### src/rtl/pitch_note_segmenter_macros.svh
// ----------------------------------------------------------------------------
// Pitch note segmenter assertion macros
// Concurrent checks clocked on clock and disabled during reset.
// ----------------------------------------------------------------------------
`ifndef PITCH_NOTE_SEGMENTER_MACROS_SVH
`define PITCH_NOTE_SEGMENTER_MACROS_SVH

// same-cycle implication
`define PNS_ASSERT_NOW(name, ante, cons, msg) \
   name: assert property (@(posedge clock) disable iff (reset) (ante) |-> (cons)) \
      else $error(msg);

// next-cycle implication
`define PNS_ASSERT_NEXT(name, ante, cons, msg) \
   name: assert property (@(posedge clock) disable iff (reset) (ante) |=> (cons)) \
      else $error(msg);

`endif

### src/rtl/pns_pkg.sv
// ----------------------------------------------------------------------------
// Pitch note segmenter package
// Widths, register codes, reset values and the note record type.
// ----------------------------------------------------------------------------
package pns_pkg;

   localparam int FRAME_BITS     = 20;
   localparam int PITCH_BITS     = 15;
   localparam int FRAC_BITS      = 8;
   localparam int SEMI_BITS      = PITCH_BITS - FRAC_BITS;
   localparam int END_BITS       = FRAME_BITS + 1;
   localparam int COUNT_BITS     = FRAME_BITS + 1;
   localparam int SUM_BITS       = COUNT_BITS + PITCH_BITS;
   localparam int THR_BITS       = 8;
   localparam int SPLIT_BITS     = 4;
   localparam int MINLEN_BITS    = 8;
   localparam int CSR_INDEX_BITS = 2;
   localparam int CSR_DATA_BITS  = 8;
   localparam int QUEUE_DEPTH    = 2;
   localparam int DIV_STEPS      = PITCH_BITS;

   localparam logic [FRAME_BITS-1:0] IDX_MAX = '1;
   localparam logic [COUNT_BITS-1:0] CNT_MAX = '1;

   localparam logic [THR_BITS-1:0]    THR_RESET       = 8'd128;
   localparam logic [SPLIT_BITS-1:0]  MIN_SPLIT_RESET = 4'd3;
   localparam logic [MINLEN_BITS-1:0] MIN_NOTE_RESET  = 8'd5;

   typedef enum logic [CSR_INDEX_BITS-1:0] {
      CSR_SPLIT_THRESHOLD  = 2'd0,
      CSR_MIN_SPLIT_FRAMES = 2'd1,
      CSR_MIN_NOTE_FRAMES  = 2'd2
   } csr_index_type;

   typedef struct packed {
      logic [FRAME_BITS-1:0] start_frame;
      logic [END_BITS-1:0]   end_frame;
      logic [SUM_BITS-1:0]   sum;
      logic [COUNT_BITS-1:0] count;
      logic                  last;
   } note_type;

endpackage

### src/rtl/pns_if.sv
// ----------------------------------------------------------------------------
// Pitch note segmenter channels
// Request, response and register-write channels with valid/ready.
// ----------------------------------------------------------------------------
interface pns_req_if import pns_pkg::*; ();
   logic                  valid;
   logic                  ready;
   logic                  voiced;
   logic [PITCH_BITS-1:0] pitch;
   logic                  final_frame;

   modport source (output valid, voiced, pitch, final_frame, input ready);
   modport sink (input valid, voiced, pitch, final_frame, output ready);
endinterface

interface pns_rsp_if import pns_pkg::*; ();
   logic                  valid;
   logic                  ready;
   logic [FRAME_BITS-1:0] start_frame;
   logic [END_BITS-1:0]   end_frame;
   logic [PITCH_BITS-1:0] mean_pitch;
   logic                  last;

   modport source (output valid, start_frame, end_frame, mean_pitch, last, input ready);
   modport sink (input valid, start_frame, end_frame, mean_pitch, last, output ready);
endinterface

interface pns_csr_if import pns_pkg::*; ();
   logic                      valid;
   logic                      ready;
   logic [CSR_INDEX_BITS-1:0] index;
   logic [CSR_DATA_BITS-1:0]  data;

   modport source (output valid, index, data, input ready);
   modport sink (input valid, index, data, output ready);
endinterface

### src/rtl/pns_front.sv
// ----------------------------------------------------------------------------
// Pitch note segmenter front end
// Takes a frame request, updates the open note and queues closed notes.
// ----------------------------------------------------------------------------
`include "pitch_note_segmenter_macros.svh"

module pns_front import pns_pkg::*; (
   input  logic     clock,
   input  logic     reset,
   pns_req_if.sink  req,
   pns_csr_if.sink  csr,
   output logic     push,
   output note_type push_note,
   input  logic     queue_full
);

   typedef enum logic [1:0] {F_IDLE, F_EXEC, F_PUSH} front_state_type;

   front_state_type         state_ff, state_in;
   logic                    voiced_ff, voiced_in;
   logic [PITCH_BITS-1:0]   pitch_ff, pitch_in;
   logic                    final_ff, final_in;
   logic [THR_BITS-1:0]     thr_ff, thr_in;
   logic [SPLIT_BITS-1:0]   min_split_ff, min_split_in;
   logic [MINLEN_BITS-1:0]  min_note_ff, min_note_in;
   logic                    in_note_ff, in_note_in;
   logic [FRAME_BITS-1:0]   note_begin_ff, note_begin_in;
   logic [SEMI_BITS-1:0]    held_ff, held_in;
   logic [SPLIT_BITS-1:0]   run_ff, run_in;
   logic [FRAME_BITS-1:0]   change_begin_ff, change_begin_in;
   logic [FRAME_BITS-1:0]   frame_ff, frame_in;
   logic [SUM_BITS-1:0]     settled_sum_ff, settled_sum_in;
   logic [COUNT_BITS-1:0]   settled_count_ff, settled_count_in;
   logic [SUM_BITS-1:0]     pending_sum_ff, pending_sum_in;
   logic [COUNT_BITS-1:0]   pending_count_ff, pending_count_in;
   note_type                pend_ff [2];
   note_type                pend_in [2];
   logic [1:0]              pend_n_ff, pend_n_in;
   logic                    pend_i_ff, pend_i_in;

   logic [PITCH_BITS:0]     round_sum;
   logic [SEMI_BITS-1:0]    semitone;
   logic [PITCH_BITS-1:0]   ref_pitch;
   logic [PITCH_BITS-1:0]   gap;
   logic                    change;
   logic [COUNT_BITS:0]     total;
   logic                    room;
   note_type                split_note;
   note_type                close_note;
   logic                    split_ok;
   logic                    close_ok;

   function automatic logic note_passes(input note_type n,
                                        input logic [MINLEN_BITS-1:0] min_len);
      logic [END_BITS-1:0] span;
      span = n.end_frame - {1'b0, n.start_frame};
      return (span >= END_BITS'(min_len)) && (n.count != '0);
   endfunction

   assign req.ready = (state_ff == F_IDLE);
   assign csr.ready = 1'b1;
   assign push      = (state_ff == F_PUSH) && !queue_full;
   assign push_note = pend_ff[pend_i_ff];

   assign round_sum = {1'b0, pitch_ff} + (PITCH_BITS+1)'(1 << (FRAC_BITS - 1));
   assign semitone  = round_sum[PITCH_BITS] ? '1 : round_sum[PITCH_BITS-1:FRAC_BITS];
   assign ref_pitch = {held_ff, FRAC_BITS'(0)};
   assign gap       = (pitch_ff > ref_pitch) ? pitch_ff - ref_pitch : ref_pitch - pitch_ff;
   assign change    = (semitone != held_ff) && (gap > PITCH_BITS'(thr_ff));
   assign total     = {1'b0, settled_count_ff} + {1'b0, pending_count_ff};
   assign room      = total < {1'b0, CNT_MAX};

   always_comb begin
      state_in         = state_ff;
      voiced_in        = voiced_ff;
      pitch_in         = pitch_ff;
      final_in         = final_ff;
      thr_in           = thr_ff;
      min_split_in     = min_split_ff;
      min_note_in      = min_note_ff;
      in_note_in       = in_note_ff;
      note_begin_in    = note_begin_ff;
      held_in          = held_ff;
      run_in           = run_ff;
      change_begin_in  = change_begin_ff;
      frame_in         = frame_ff;
      settled_sum_in   = settled_sum_ff;
      settled_count_in = settled_count_ff;
      pending_sum_in   = pending_sum_ff;
      pending_count_in = pending_count_ff;
      pend_in[0]       = pend_ff[0];
      pend_in[1]       = pend_ff[1];
      pend_n_in        = pend_n_ff;
      pend_i_in        = pend_i_ff;
      split_note       = '0;
      close_note       = '0;
      split_ok         = 1'b0;
      close_ok         = 1'b0;

      case (state_ff)
         F_IDLE: begin
            if (req.valid) begin
               voiced_in = req.voiced;
               pitch_in  = req.pitch;
               final_in  = req.final_frame;
               state_in  = F_EXEC;
            end
         end
         F_EXEC: begin
            if (voiced_ff && !in_note_ff) begin
               in_note_in       = 1'b1;
               note_begin_in    = frame_ff;
               held_in          = semitone;
               run_in           = '0;
               settled_sum_in   = SUM_BITS'(pitch_ff);
               settled_count_in = COUNT_BITS'(1);
               pending_sum_in   = '0;
               pending_count_in = '0;
            end else if (voiced_ff) begin
               if (change) begin
                  if (run_ff == '0) begin
                     change_begin_in = frame_ff;
                  end
                  run_in = run_ff + SPLIT_BITS'(1);
                  if (room) begin
                     pending_sum_in   = pending_sum_ff + SUM_BITS'(pitch_ff);
                     pending_count_in = pending_count_ff + COUNT_BITS'(1);
                  end
                  if (run_in >= min_split_ff) begin
                     split_note.start_frame = note_begin_ff;
                     split_note.end_frame   = {1'b0, change_begin_in};
                     split_note.sum         = settled_sum_ff;
                     split_note.count       = settled_count_ff;
                     split_ok               = note_passes(split_note, min_note_ff);
                     note_begin_in          = change_begin_in;
                     held_in                = semitone;
                     run_in                 = '0;
                     settled_sum_in         = pending_sum_in;
                     settled_count_in       = pending_count_in;
                     pending_sum_in         = '0;
                     pending_count_in       = '0;
                  end
               end else begin
                  run_in           = '0;
                  settled_sum_in   = settled_sum_ff + pending_sum_ff;
                  settled_count_in = settled_count_ff + pending_count_ff;
                  pending_sum_in   = '0;
                  pending_count_in = '0;
                  if (room) begin
                     settled_sum_in   = settled_sum_in + SUM_BITS'(pitch_ff);
                     settled_count_in = settled_count_in + COUNT_BITS'(1);
                  end
               end
            end

            if (final_ff) begin
               close_note.start_frame = note_begin_in;
               close_note.end_frame   = {1'b0, frame_ff} + END_BITS'(1);
               close_note.sum         = settled_sum_in + pending_sum_in;
               close_note.count       = settled_count_in + pending_count_in;
               close_ok               = in_note_in && note_passes(close_note, min_note_ff);
               in_note_in             = 1'b0;
               note_begin_in          = '0;
               held_in                = '0;
               run_in                 = '0;
               change_begin_in        = '0;
               frame_in               = '0;
               settled_sum_in         = '0;
               settled_count_in       = '0;
               pending_sum_in         = '0;
               pending_count_in       = '0;
            end else if (frame_ff != IDX_MAX) begin
               frame_in = frame_ff + FRAME_BITS'(1);
            end

            split_note.last = !close_ok;
            close_note.last = 1'b1;
            pend_in[0]      = split_ok ? split_note : close_note;
            pend_in[1]      = close_note;
            pend_n_in       = 2'(split_ok) + 2'(close_ok);
            pend_i_in       = 1'b0;
            state_in        = (pend_n_in == 2'd0) ? F_IDLE : F_PUSH;
         end
         F_PUSH: begin
            if (!queue_full) begin
               if (2'(pend_i_ff) == pend_n_ff - 2'd1) begin
                  state_in = F_IDLE;
               end else begin
                  pend_i_in = 1'b1;
               end
            end
         end
         default: begin
            state_in = F_IDLE;
         end
      endcase

      if (csr.valid) begin
         case (csr.index)
            CSR_SPLIT_THRESHOLD:  thr_in       = csr.data[THR_BITS-1:0];
            CSR_MIN_SPLIT_FRAMES: min_split_in = csr.data[SPLIT_BITS-1:0];
            CSR_MIN_NOTE_FRAMES:  min_note_in  = csr.data[MINLEN_BITS-1:0];
            default: ;
         endcase
      end
   end

   always_ff @(posedge clock) begin
      if (reset) begin
         state_ff         <= F_IDLE;
         thr_ff           <= THR_RESET;
         min_split_ff     <= MIN_SPLIT_RESET;
         min_note_ff      <= MIN_NOTE_RESET;
         in_note_ff       <= 1'b0;
         note_begin_ff    <= '0;
         held_ff          <= '0;
         run_ff           <= '0;
         change_begin_ff  <= '0;
         frame_ff         <= '0;
         settled_sum_ff   <= '0;
         settled_count_ff <= '0;
         pending_sum_ff   <= '0;
         pending_count_ff <= '0;
         pend_n_ff        <= '0;
         pend_i_ff        <= 1'b0;
      end else begin
         state_ff         <= state_in;
         thr_ff           <= thr_in;
         min_split_ff     <= min_split_in;
         min_note_ff      <= min_note_in;
         in_note_ff       <= in_note_in;
         note_begin_ff    <= note_begin_in;
         held_ff          <= held_in;
         run_ff           <= run_in;
         change_begin_ff  <= change_begin_in;
         frame_ff         <= frame_in;
         settled_sum_ff   <= settled_sum_in;
         settled_count_ff <= settled_count_in;
         pending_sum_ff   <= pending_sum_in;
         pending_count_ff <= pending_count_in;
         pend_n_ff        <= pend_n_in;
         pend_i_ff        <= pend_i_in;
      end
      voiced_ff  <= voiced_in;
      pitch_ff   <= pitch_in;
      final_ff   <= final_in;
      pend_ff[0] <= pend_in[0];
      pend_ff[1] <= pend_in[1];
   end

   `PNS_ASSERT_NOW(a_idle_run_clear, !in_note_ff, run_ff == '0, "change run outside a note")
   `PNS_ASSERT_NOW(a_push_has_note, state_ff == F_PUSH, pend_n_ff != 2'd0,
                   "push state without a pending note")

endmodule

### src/rtl/pns_queue.sv
// ----------------------------------------------------------------------------
// Pitch note segmenter note queue
// Short first-in first-out buffer of closed notes between front and back.
// ----------------------------------------------------------------------------
`include "pitch_note_segmenter_macros.svh"

module pns_queue import pns_pkg::*; (
   input  logic     clock,
   input  logic     reset,
   input  logic     push,
   input  note_type push_note,
   output logic     full,
   input  logic     pop,
   output logic     head_valid,
   output note_type head
);

   localparam int PTR_BITS = (QUEUE_DEPTH > 1) ? $clog2(QUEUE_DEPTH) : 1;
   localparam int CNT_BITS = $clog2(QUEUE_DEPTH + 1);

   note_type              mem_ff [QUEUE_DEPTH];
   logic [PTR_BITS-1:0]   wr_ff, wr_in;
   logic [PTR_BITS-1:0]   rd_ff, rd_in;
   logic [CNT_BITS-1:0]   count_ff, count_in;

   function automatic logic [PTR_BITS-1:0] bump(input logic [PTR_BITS-1:0] ptr);
      return (ptr == PTR_BITS'(QUEUE_DEPTH - 1)) ? '0 : ptr + PTR_BITS'(1);
   endfunction

   assign full       = (count_ff == CNT_BITS'(QUEUE_DEPTH));
   assign head_valid = (count_ff != '0);
   assign head       = mem_ff[rd_ff];

   always_comb begin
      wr_in    = push ? bump(wr_ff) : wr_ff;
      rd_in    = pop ? bump(rd_ff) : rd_ff;
      count_in = count_ff + CNT_BITS'(push) - CNT_BITS'(pop);
   end

   always_ff @(posedge clock) begin
      if (reset) begin
         wr_ff    <= '0;
         rd_ff    <= '0;
         count_ff <= '0;
      end else begin
         wr_ff    <= wr_in;
         rd_ff    <= rd_in;
         count_ff <= count_in;
      end
      if (push) begin
         mem_ff[wr_ff] <= push_note;
      end
   end

   `PNS_ASSERT_NOW(a_no_overflow, push, !full, "note queue overflow")
   `PNS_ASSERT_NOW(a_no_underflow, pop, head_valid, "note queue underflow")

endmodule

### src/rtl/pns_back.sv
// ----------------------------------------------------------------------------
// Pitch note segmenter back end
// Divides a note's pitch sum by its count and presents the response.
// ----------------------------------------------------------------------------
`include "pitch_note_segmenter_macros.svh"

module pns_back import pns_pkg::*; (
   input  logic     clock,
   input  logic     reset,
   input  logic     head_valid,
   input  note_type head,
   output logic     pop,
   pns_rsp_if.source rsp
);

   localparam int STEP_BITS = $clog2(DIV_STEPS);

   typedef enum logic [1:0] {B_IDLE, B_DIV, B_OUT} back_state_type;

   back_state_type          state_ff, state_in;
   logic [COUNT_BITS-1:0]   rem_ff, rem_in;
   logic [COUNT_BITS-1:0]   divisor_ff, divisor_in;
   logic [PITCH_BITS-1:0]   shift_ff, shift_in;
   logic [STEP_BITS-1:0]    step_ff, step_in;
   logic [FRAME_BITS-1:0]   start_ff, start_in;
   logic [END_BITS-1:0]     end_ff, end_in;
   logic                    last_ff, last_in;

   logic [COUNT_BITS:0]     rem_wide;
   logic [COUNT_BITS:0]     rem_diff;
   logic                    take;

   assign pop             = (state_ff == B_IDLE) && head_valid;
   assign rsp.valid       = (state_ff == B_OUT);
   assign rsp.start_frame = start_ff;
   assign rsp.end_frame   = end_ff;
   assign rsp.mean_pitch  = shift_ff;
   assign rsp.last        = last_ff;

   assign rem_wide = {rem_ff, shift_ff[PITCH_BITS-1]};
   assign rem_diff = rem_wide - {1'b0, divisor_ff};
   assign take     = (rem_wide >= {1'b0, divisor_ff});

   always_comb begin
      state_in   = state_ff;
      rem_in     = rem_ff;
      divisor_in = divisor_ff;
      shift_in   = shift_ff;
      step_in    = step_ff;
      start_in   = start_ff;
      end_in     = end_ff;
      last_in    = last_ff;
      case (state_ff)
         B_IDLE: begin
            if (head_valid) begin
               rem_in     = head.sum[SUM_BITS-1:PITCH_BITS];
               shift_in   = head.sum[PITCH_BITS-1:0];
               divisor_in = head.count;
               start_in   = head.start_frame;
               end_in     = head.end_frame;
               last_in    = head.last;
               step_in    = '0;
               state_in   = B_DIV;
            end
         end
         B_DIV: begin
            rem_in   = take ? rem_diff[COUNT_BITS-1:0] : rem_wide[COUNT_BITS-1:0];
            shift_in = {shift_ff[PITCH_BITS-2:0], take};
            step_in  = step_ff + STEP_BITS'(1);
            if (step_ff == STEP_BITS'(DIV_STEPS - 1)) begin
               state_in = B_OUT;
            end
         end
         B_OUT: begin
            if (rsp.ready) begin
               state_in = B_IDLE;
            end
         end
         default: begin
            state_in = B_IDLE;
         end
      endcase
   end

   always_ff @(posedge clock) begin
      if (reset) begin
         state_ff <= B_IDLE;
         step_ff  <= '0;
      end else begin
         state_ff <= state_in;
         step_ff  <= step_in;
      end
      rem_ff     <= rem_in;
      divisor_ff <= divisor_in;
      shift_ff   <= shift_in;
      start_ff   <= start_in;
      end_ff     <= end_in;
      last_ff    <= last_in;
   end

   `PNS_ASSERT_NOW(a_rem_below_divisor, state_ff == B_DIV, rem_ff < divisor_ff,
                   "partial remainder not below count")
   `PNS_ASSERT_NEXT(a_pop_starts_divide, pop, state_ff == B_DIV, "pop did not start divide")

endmodule

### src/rtl/pitch_note_segmenter.sv
// ----------------------------------------------------------------------------
// Pitch note segmenter
// Splits a stream of pitch frames into notes with start, end and mean pitch.
// req_chan: one pitch frame per request (voiced, pitch Q7.8, final_frame).
// rsp_chan: zero, one or two notes per request; last marks the final one.
// csr_chan: register writes (split threshold, split run, minimum note length),
//    always ready, applied in the cycle after the handshake.
// In the front end a request moves from idle to an execute state and then,
// for each note it closes, to a push state that waits for room in the queue.
// Closed notes pass through a two-entry queue to the back end, whose
// restoring divider forms the mean pitch; the back end loads a note, divides
// and holds the result until rsp_chan takes it before it pops the next note.
// Synchronous reset clears track state and loads the register reset values.
// A stalled rsp_chan holds the response; the queue then fills and req_chan
// holds ready low while a closed note waits for room in the queue.
// ----------------------------------------------------------------------------
module pitch_note_segmenter import pns_pkg::*; (
   input  logic       clock,
   input  logic       reset,
   pns_req_if.sink    req_chan,
   pns_rsp_if.source  rsp_chan,
   pns_csr_if.sink    csr_chan
);

   logic     push;
   note_type push_note;
   logic     queue_full;
   logic     pop;
   logic     head_valid;
   note_type head;

   pns_front u_front (
      .clock      (clock),
      .reset      (reset),
      .req        (req_chan),
      .csr        (csr_chan),
      .push       (push),
      .push_note  (push_note),
      .queue_full (queue_full)
   );

   pns_queue u_queue (
      .clock      (clock),
      .reset      (reset),
      .push       (push),
      .push_note  (push_note),
      .full       (queue_full),
      .pop        (pop),
      .head_valid (head_valid),
      .head       (head)
   );

   pns_back u_back (
      .clock      (clock),
      .reset      (reset),
      .head_valid (head_valid),
      .head       (head),
      .pop        (pop),
      .rsp        (rsp_chan)
   );

endmodule
### src/flat_wrapper.sv
// flat-port wrapper written by rule: the top's interface ports become plain ports
module pitch_note_segmenter_flat import pns_pkg::*;
  (clock, reset, req_chan_valid, req_chan_voiced, req_chan_pitch, req_chan_final_frame, req_chan_ready, rsp_chan_valid, rsp_chan_start_frame, rsp_chan_end_frame, rsp_chan_mean_pitch, rsp_chan_last, rsp_chan_ready, csr_chan_valid, csr_chan_index, csr_chan_data, csr_chan_ready);
  pns_req_if req_chan_i ();
  pns_rsp_if rsp_chan_i ();
  pns_csr_if csr_chan_i ();
  input  logic clock;
  input  logic reset;
  input wire logic [$bits(req_chan_i.valid)-1:0] req_chan_valid;
  input wire logic [$bits(req_chan_i.voiced)-1:0] req_chan_voiced;
  input wire logic [$bits(req_chan_i.pitch)-1:0] req_chan_pitch;
  input wire logic [$bits(req_chan_i.final_frame)-1:0] req_chan_final_frame;
  output wire logic [$bits(req_chan_i.ready)-1:0] req_chan_ready;
  output wire logic [$bits(rsp_chan_i.valid)-1:0] rsp_chan_valid;
  output wire logic [$bits(rsp_chan_i.start_frame)-1:0] rsp_chan_start_frame;
  output wire logic [$bits(rsp_chan_i.end_frame)-1:0] rsp_chan_end_frame;
  output wire logic [$bits(rsp_chan_i.mean_pitch)-1:0] rsp_chan_mean_pitch;
  output wire logic [$bits(rsp_chan_i.last)-1:0] rsp_chan_last;
  input wire logic [$bits(rsp_chan_i.ready)-1:0] rsp_chan_ready;
  input wire logic [$bits(csr_chan_i.valid)-1:0] csr_chan_valid;
  input wire logic [$bits(csr_chan_i.index)-1:0] csr_chan_index;
  input wire logic [$bits(csr_chan_i.data)-1:0] csr_chan_data;
  output wire logic [$bits(csr_chan_i.ready)-1:0] csr_chan_ready;
  assign req_chan_i.valid = req_chan_valid;
  assign req_chan_i.voiced = req_chan_voiced;
  assign req_chan_i.pitch = req_chan_pitch;
  assign req_chan_i.final_frame = req_chan_final_frame;
  assign req_chan_ready = req_chan_i.ready;
  assign rsp_chan_valid = rsp_chan_i.valid;
  assign rsp_chan_start_frame = rsp_chan_i.start_frame;
  assign rsp_chan_end_frame = rsp_chan_i.end_frame;
  assign rsp_chan_mean_pitch = rsp_chan_i.mean_pitch;
  assign rsp_chan_last = rsp_chan_i.last;
  assign rsp_chan_i.ready = rsp_chan_ready;
  assign csr_chan_i.valid = csr_chan_valid;
  assign csr_chan_i.index = csr_chan_index;
  assign csr_chan_i.data = csr_chan_data;
  assign csr_chan_ready = csr_chan_i.ready;
  pitch_note_segmenter u_core (.clock(clock), .reset(reset), .req_chan(req_chan_i), .rsp_chan(rsp_chan_i), .csr_chan(csr_chan_i));
endmodule
### config.mk
export PLATFORM = sky130hd
export DESIGN_NAME = pitch_note_segmenter_flat
export DESIGN_NICKNAME = d
export VERILOG_FILES = /design/src/rtl/pns_pkg.sv /design/src/rtl/pns_if.sv /design/src/rtl/pns_front.sv /design/src/rtl/pns_queue.sv /design/src/rtl/pns_back.sv /design/src/rtl/pitch_note_segmenter.sv /design/src/flat_wrapper.sv
export VERILOG_INCLUDE_DIRS = /design/src /design/src/rtl
export SDC_FILE = /design/constraint.sdc
export NUM_CORES = 2
export LEC_CHECK = 0
export BUFFER_PORTS_ARGS = -buffer_cell sky130_fd_sc_hd__buf_4
export CORE_MARGIN = 5
export CORE_UTILIZATION = 35
export DETAILED_ROUTE_END_ITERATION = 12
export GPL_TIMING_DRIVEN = 0
export MAX_ROUTING_LAYER = met4
export SLEW_MARGIN = 0
export SYNTH_ARGS = -nofsm -noshare
export SYNTH_HDL_FRONTEND = slang
export SYNTH_HIERARCHICAL = 1
export SYNTH_SLANG_ARGS = --single-unit
### constraint.sdc
create_clock -name clock -period 13.95 [get_ports clock]
set_input_delay 2.79 -clock clock [delete_from_list [all_inputs] [get_ports clock]]
set_output_delay 2.79 -clock clock [all_outputs]
set_load 0.05 [all_outputs]
==> run_results.csv <==
group,metric,value,unit
outcome,status,"completed",
synth,syn_inst,4781,
worst_setup_path,reg2reg_from,"u_core/u_front/pitch_ff[10]",
synth,yosysTopAreaCell,"edfxtp_1",
die,ioPinCount,92,
die,coreArea,131300,um^2
die,initial_core_util,0.3520,
placement,dp_cells,6639,
pwr,power_density,129.7,nW/um^2
die,die-area,139400,um^2
placement,portBuffers,90,
timing,fin_crit_sh,0.8811,
synth,yosysSeqAreaShare,0.4286,
die,num_rows,133,
clocking,cts_resized,0,
placement,dpl-instance-area,49340,um^2
timing,finalMaxSlewViolations,0,
die,die_y,373.4,um
clocking,cts_buffers,84,
clocking,cts_sinks,734,
worst_setup_path,cp_max_fo,10,
routing,viasPerCell,5.730,
routing,dr.pass1.iters,6,
worst_setup_path,arrival,12830,ps
timing,skew,39.65,ps
synth,synth_warnings,6,
timing,setup_viol,0,
worst_setup_path,rr_endpoint,"u_core/u_front/pend_n_ff[0]",
routing,drt-total-wl,167200,um
timing,fmax,81.36,MHz
global_routing,grt_overflow,0,
worst_setup_path,critical_path.most_common_cell,"nor2_1",
routing,dr_total_vias,38905,
synth,syn_area_per_cell,9.666,um^2
synth,async_reset_ff_frac,0,
global_routing,antenna_found_initial,5,
routing,drtIter0Drc,4420,
routing,drc,0,
worst_setup_path,critPathLaunchType,"register",
global_routing,grt_pass1_vias,36066,
timing,fin_crit,12290,ps
worst_setup_path,critPathKind,"register to register",
synth,ys_ff_latch,734,
timing,rsz0062_at_grt,"false",
final_layout,num-nets-final,5268,
synth,synth_top_area_frac,0.3320,
routing,ant_nets,0,
pwr,p_leak,20.06,nW
clocking,cts-root-buf,"clkbuf_16",
worst_setup_path,crit_path_end_kind,"register",
clocking,clk_latency,720,ps
global_routing,grt_start_max_net_pins,69,
timing,setup_tns,0,ps
final_layout,final.fill_count,13007,
clocking,post_cts_buffers,0,
clocking,htreeDepth,3,
clocking,cts_hold_buf,0,
worst_setup_path,r2r_slack,1660,ps
synth,synth_ff_type,"edfxtp_1",
synth,netlist_top_cells_count,"513 x nand2_1, 511 x edfxtp_1, 373 x nor2_1",
placement,post-place-ws,2153,ps
worst_setup_path,required,14480,ps
global_routing,grt_pass1_wl,241900,um
synth,synth_nets,5079,
min_path,hp-start,"u_core/u_back/step_ff[3]",
synth,syn-cell-area,46210,um^2
die,die_w,373.4,um
final_layout,stdcell_count,6790,
pwr,max-vdd-ir-drop,0.09159,mV
flow_run,max_cap_violations,0,
routing,wl_per_cell,24.63,um
worst_setup_path,cp_slowest_cell,"o31ai_4",
final_layout,multiInputGateArea,24590,um^2
timing,final-hold-violation-count,0,
synth,ys_types,113,
final_layout,regArea,19810,um^2
worst_setup_path,cpPeakStageDelay,860,ps
timing,slew_headroom,0.02635,
clocking,cts_tree,"done",
min_path,holdCritPathClass,"register to register",
worst_setup_path,crit_path_end,"u_core/u_front/pend_n_ff[0]",
synth,synth_edf_count,511,
global_routing,track_usage,0.2354,
final_layout,stdcell_area,52130,um^2
worst_setup_path,worst_r2r_path_depth,39,
pwr,p_total,6.763,mW
timing,worst_pin_slew,1448,ps
synth,synthMostInstantiatedCell,"nand2_1",
placement,place_congestion,1.039,
synth,synth.area.top_cells,"edfxtp_1 33%, dfxtp_1 9.7%, ha_1 6.9%",
clocking,clk_transition_reported_paths,60,ps
placement,place_hpwl,129200,um
clocking,cts_max_path_buffers,3,
worst_setup_path,startpoint,"u_core/u_front/pitch_ff[10]",
timing,worst_slack,1659,ps
final_layout,area.growth.synth_to_final,12.81,%
final_layout,drive_gt1_frac,0.1184,
power by group:
part / switching [mW] / internal [mW] / total (mW)
Combinational: 1.19 / 0.638 / 1.83
Clock: 0.961 / 1.29 / 2.25
Sequential: 0.0964 / 2.58 / 2.68
registers in the layout (all words and copies together), names as in the netlist, 21 cells and up, named ones only:
register,count
u_core/u_back/rsp.end_frame,21
u_core/u_front/settled_sum_ff,36
u_core/u_front/pending_sum_ff,36
u_core/u_back/rem_ff,21
u_core/u_queue/mem_ff,198
u_core/u_front/pending_count_ff,21
u_core/u_front/pend_ff,197
u_core/u_back/divisor_ff,21
u_core/u_front/settled_count_ff,21
through the flow:
step / hold WS (ps) / utilization
after floorplan: 432.3 / -
after global placement: 456.1 / 0.3739
after detailed placement: 461.6 / 0.3758
after CTS: 473.0 / 0.3970
after global routing: 490.8 / 0.3970
final: 466.8 / 0.3971
cells in the final DEF (no fill, tap or decap), drive strengths merged, types with 105 or more instances in the layout:
cell	instances
edfxtp	511
mux2	238
a21o	105
nand2	514
inv	203
buf	168
ha	256
dfxtp	223
o21ai	326
clkbuf	292
a21oi	302
xnor2	141
nor2	374
final cells by class:
| cell class | instances | share of cell area |
|---|---|---|
| Multi-Input combinational cell | 3594 | 0.4718 |
| Sequential cell | 734 | 0.3800 |
| Clock buffer | 102 | 0.04238 |
| Tap cell | 1755 | 0.04212 |
| Buffer | 255 | 0.02093 |
| Timing Repair Buffer | 103 | 0.01745 |
| Inverter | 198 | 0.01426 |
| Clock inverter | 47 | 0.01102 |
| Antenna cell | 2 | 0.00009600 |
critical path: cells and delay by family (launching register included):
kind / cells / cell delay (ps)
compound gates: 18 / 5200
xor+xnor: 2 / 960
fa+ha+maj: 4 / 1330
buf+inv: 7 / 1730
flops: 1 / 530
simple gates: 8 / 2300
cell families (layout without fill, tap and decap cells):
group | Yosys count | in the layout | share of synthesized area
simple gates | 1469 | 1469 | 0.1507
compound gates | 1337 | 1337 | 0.1931
flops | 734 | 734 | 0.4286
buf+inv | 453 | 705 | 0.03961
mux | 280 | 280 | 0.06790
fa+ha+maj | 266 | 266 | 0.07364
xor+xnor | 241 | 241 | 0.04627
other cells | 1 | 3 | 0.00008114
layer usage:
| metal | part of all wire | global-route usage |
|---|---|---|
| met1 | 0.45 | 0.3251 |
| met2 | 0.43 | 0.3473 |
| met3 | 0.084 | 0.04080 |
| met4 | 0.040 | 0.08563 |
| met5 | 0 | - |
worst min-delay path by stage:
stage,end,slack [ps],depth (start not counted)
3_3_place_gp,u_core/u_back/step_ff[3],460,1
4_1_cts,u_core/u_back/step_ff[3],470,1
3_5_place_dp,u_core/u_back/step_ff[3],460,1
2_1_floorplan,u_core/u_back/step_ff[3],430,1
6_report,u_core/u_back/step_ff[3],470,1
5_1_grt,u_core/u_front/pend_n_ff[0],490,2
Note: power is estimated with default switching activity, not from simulation.
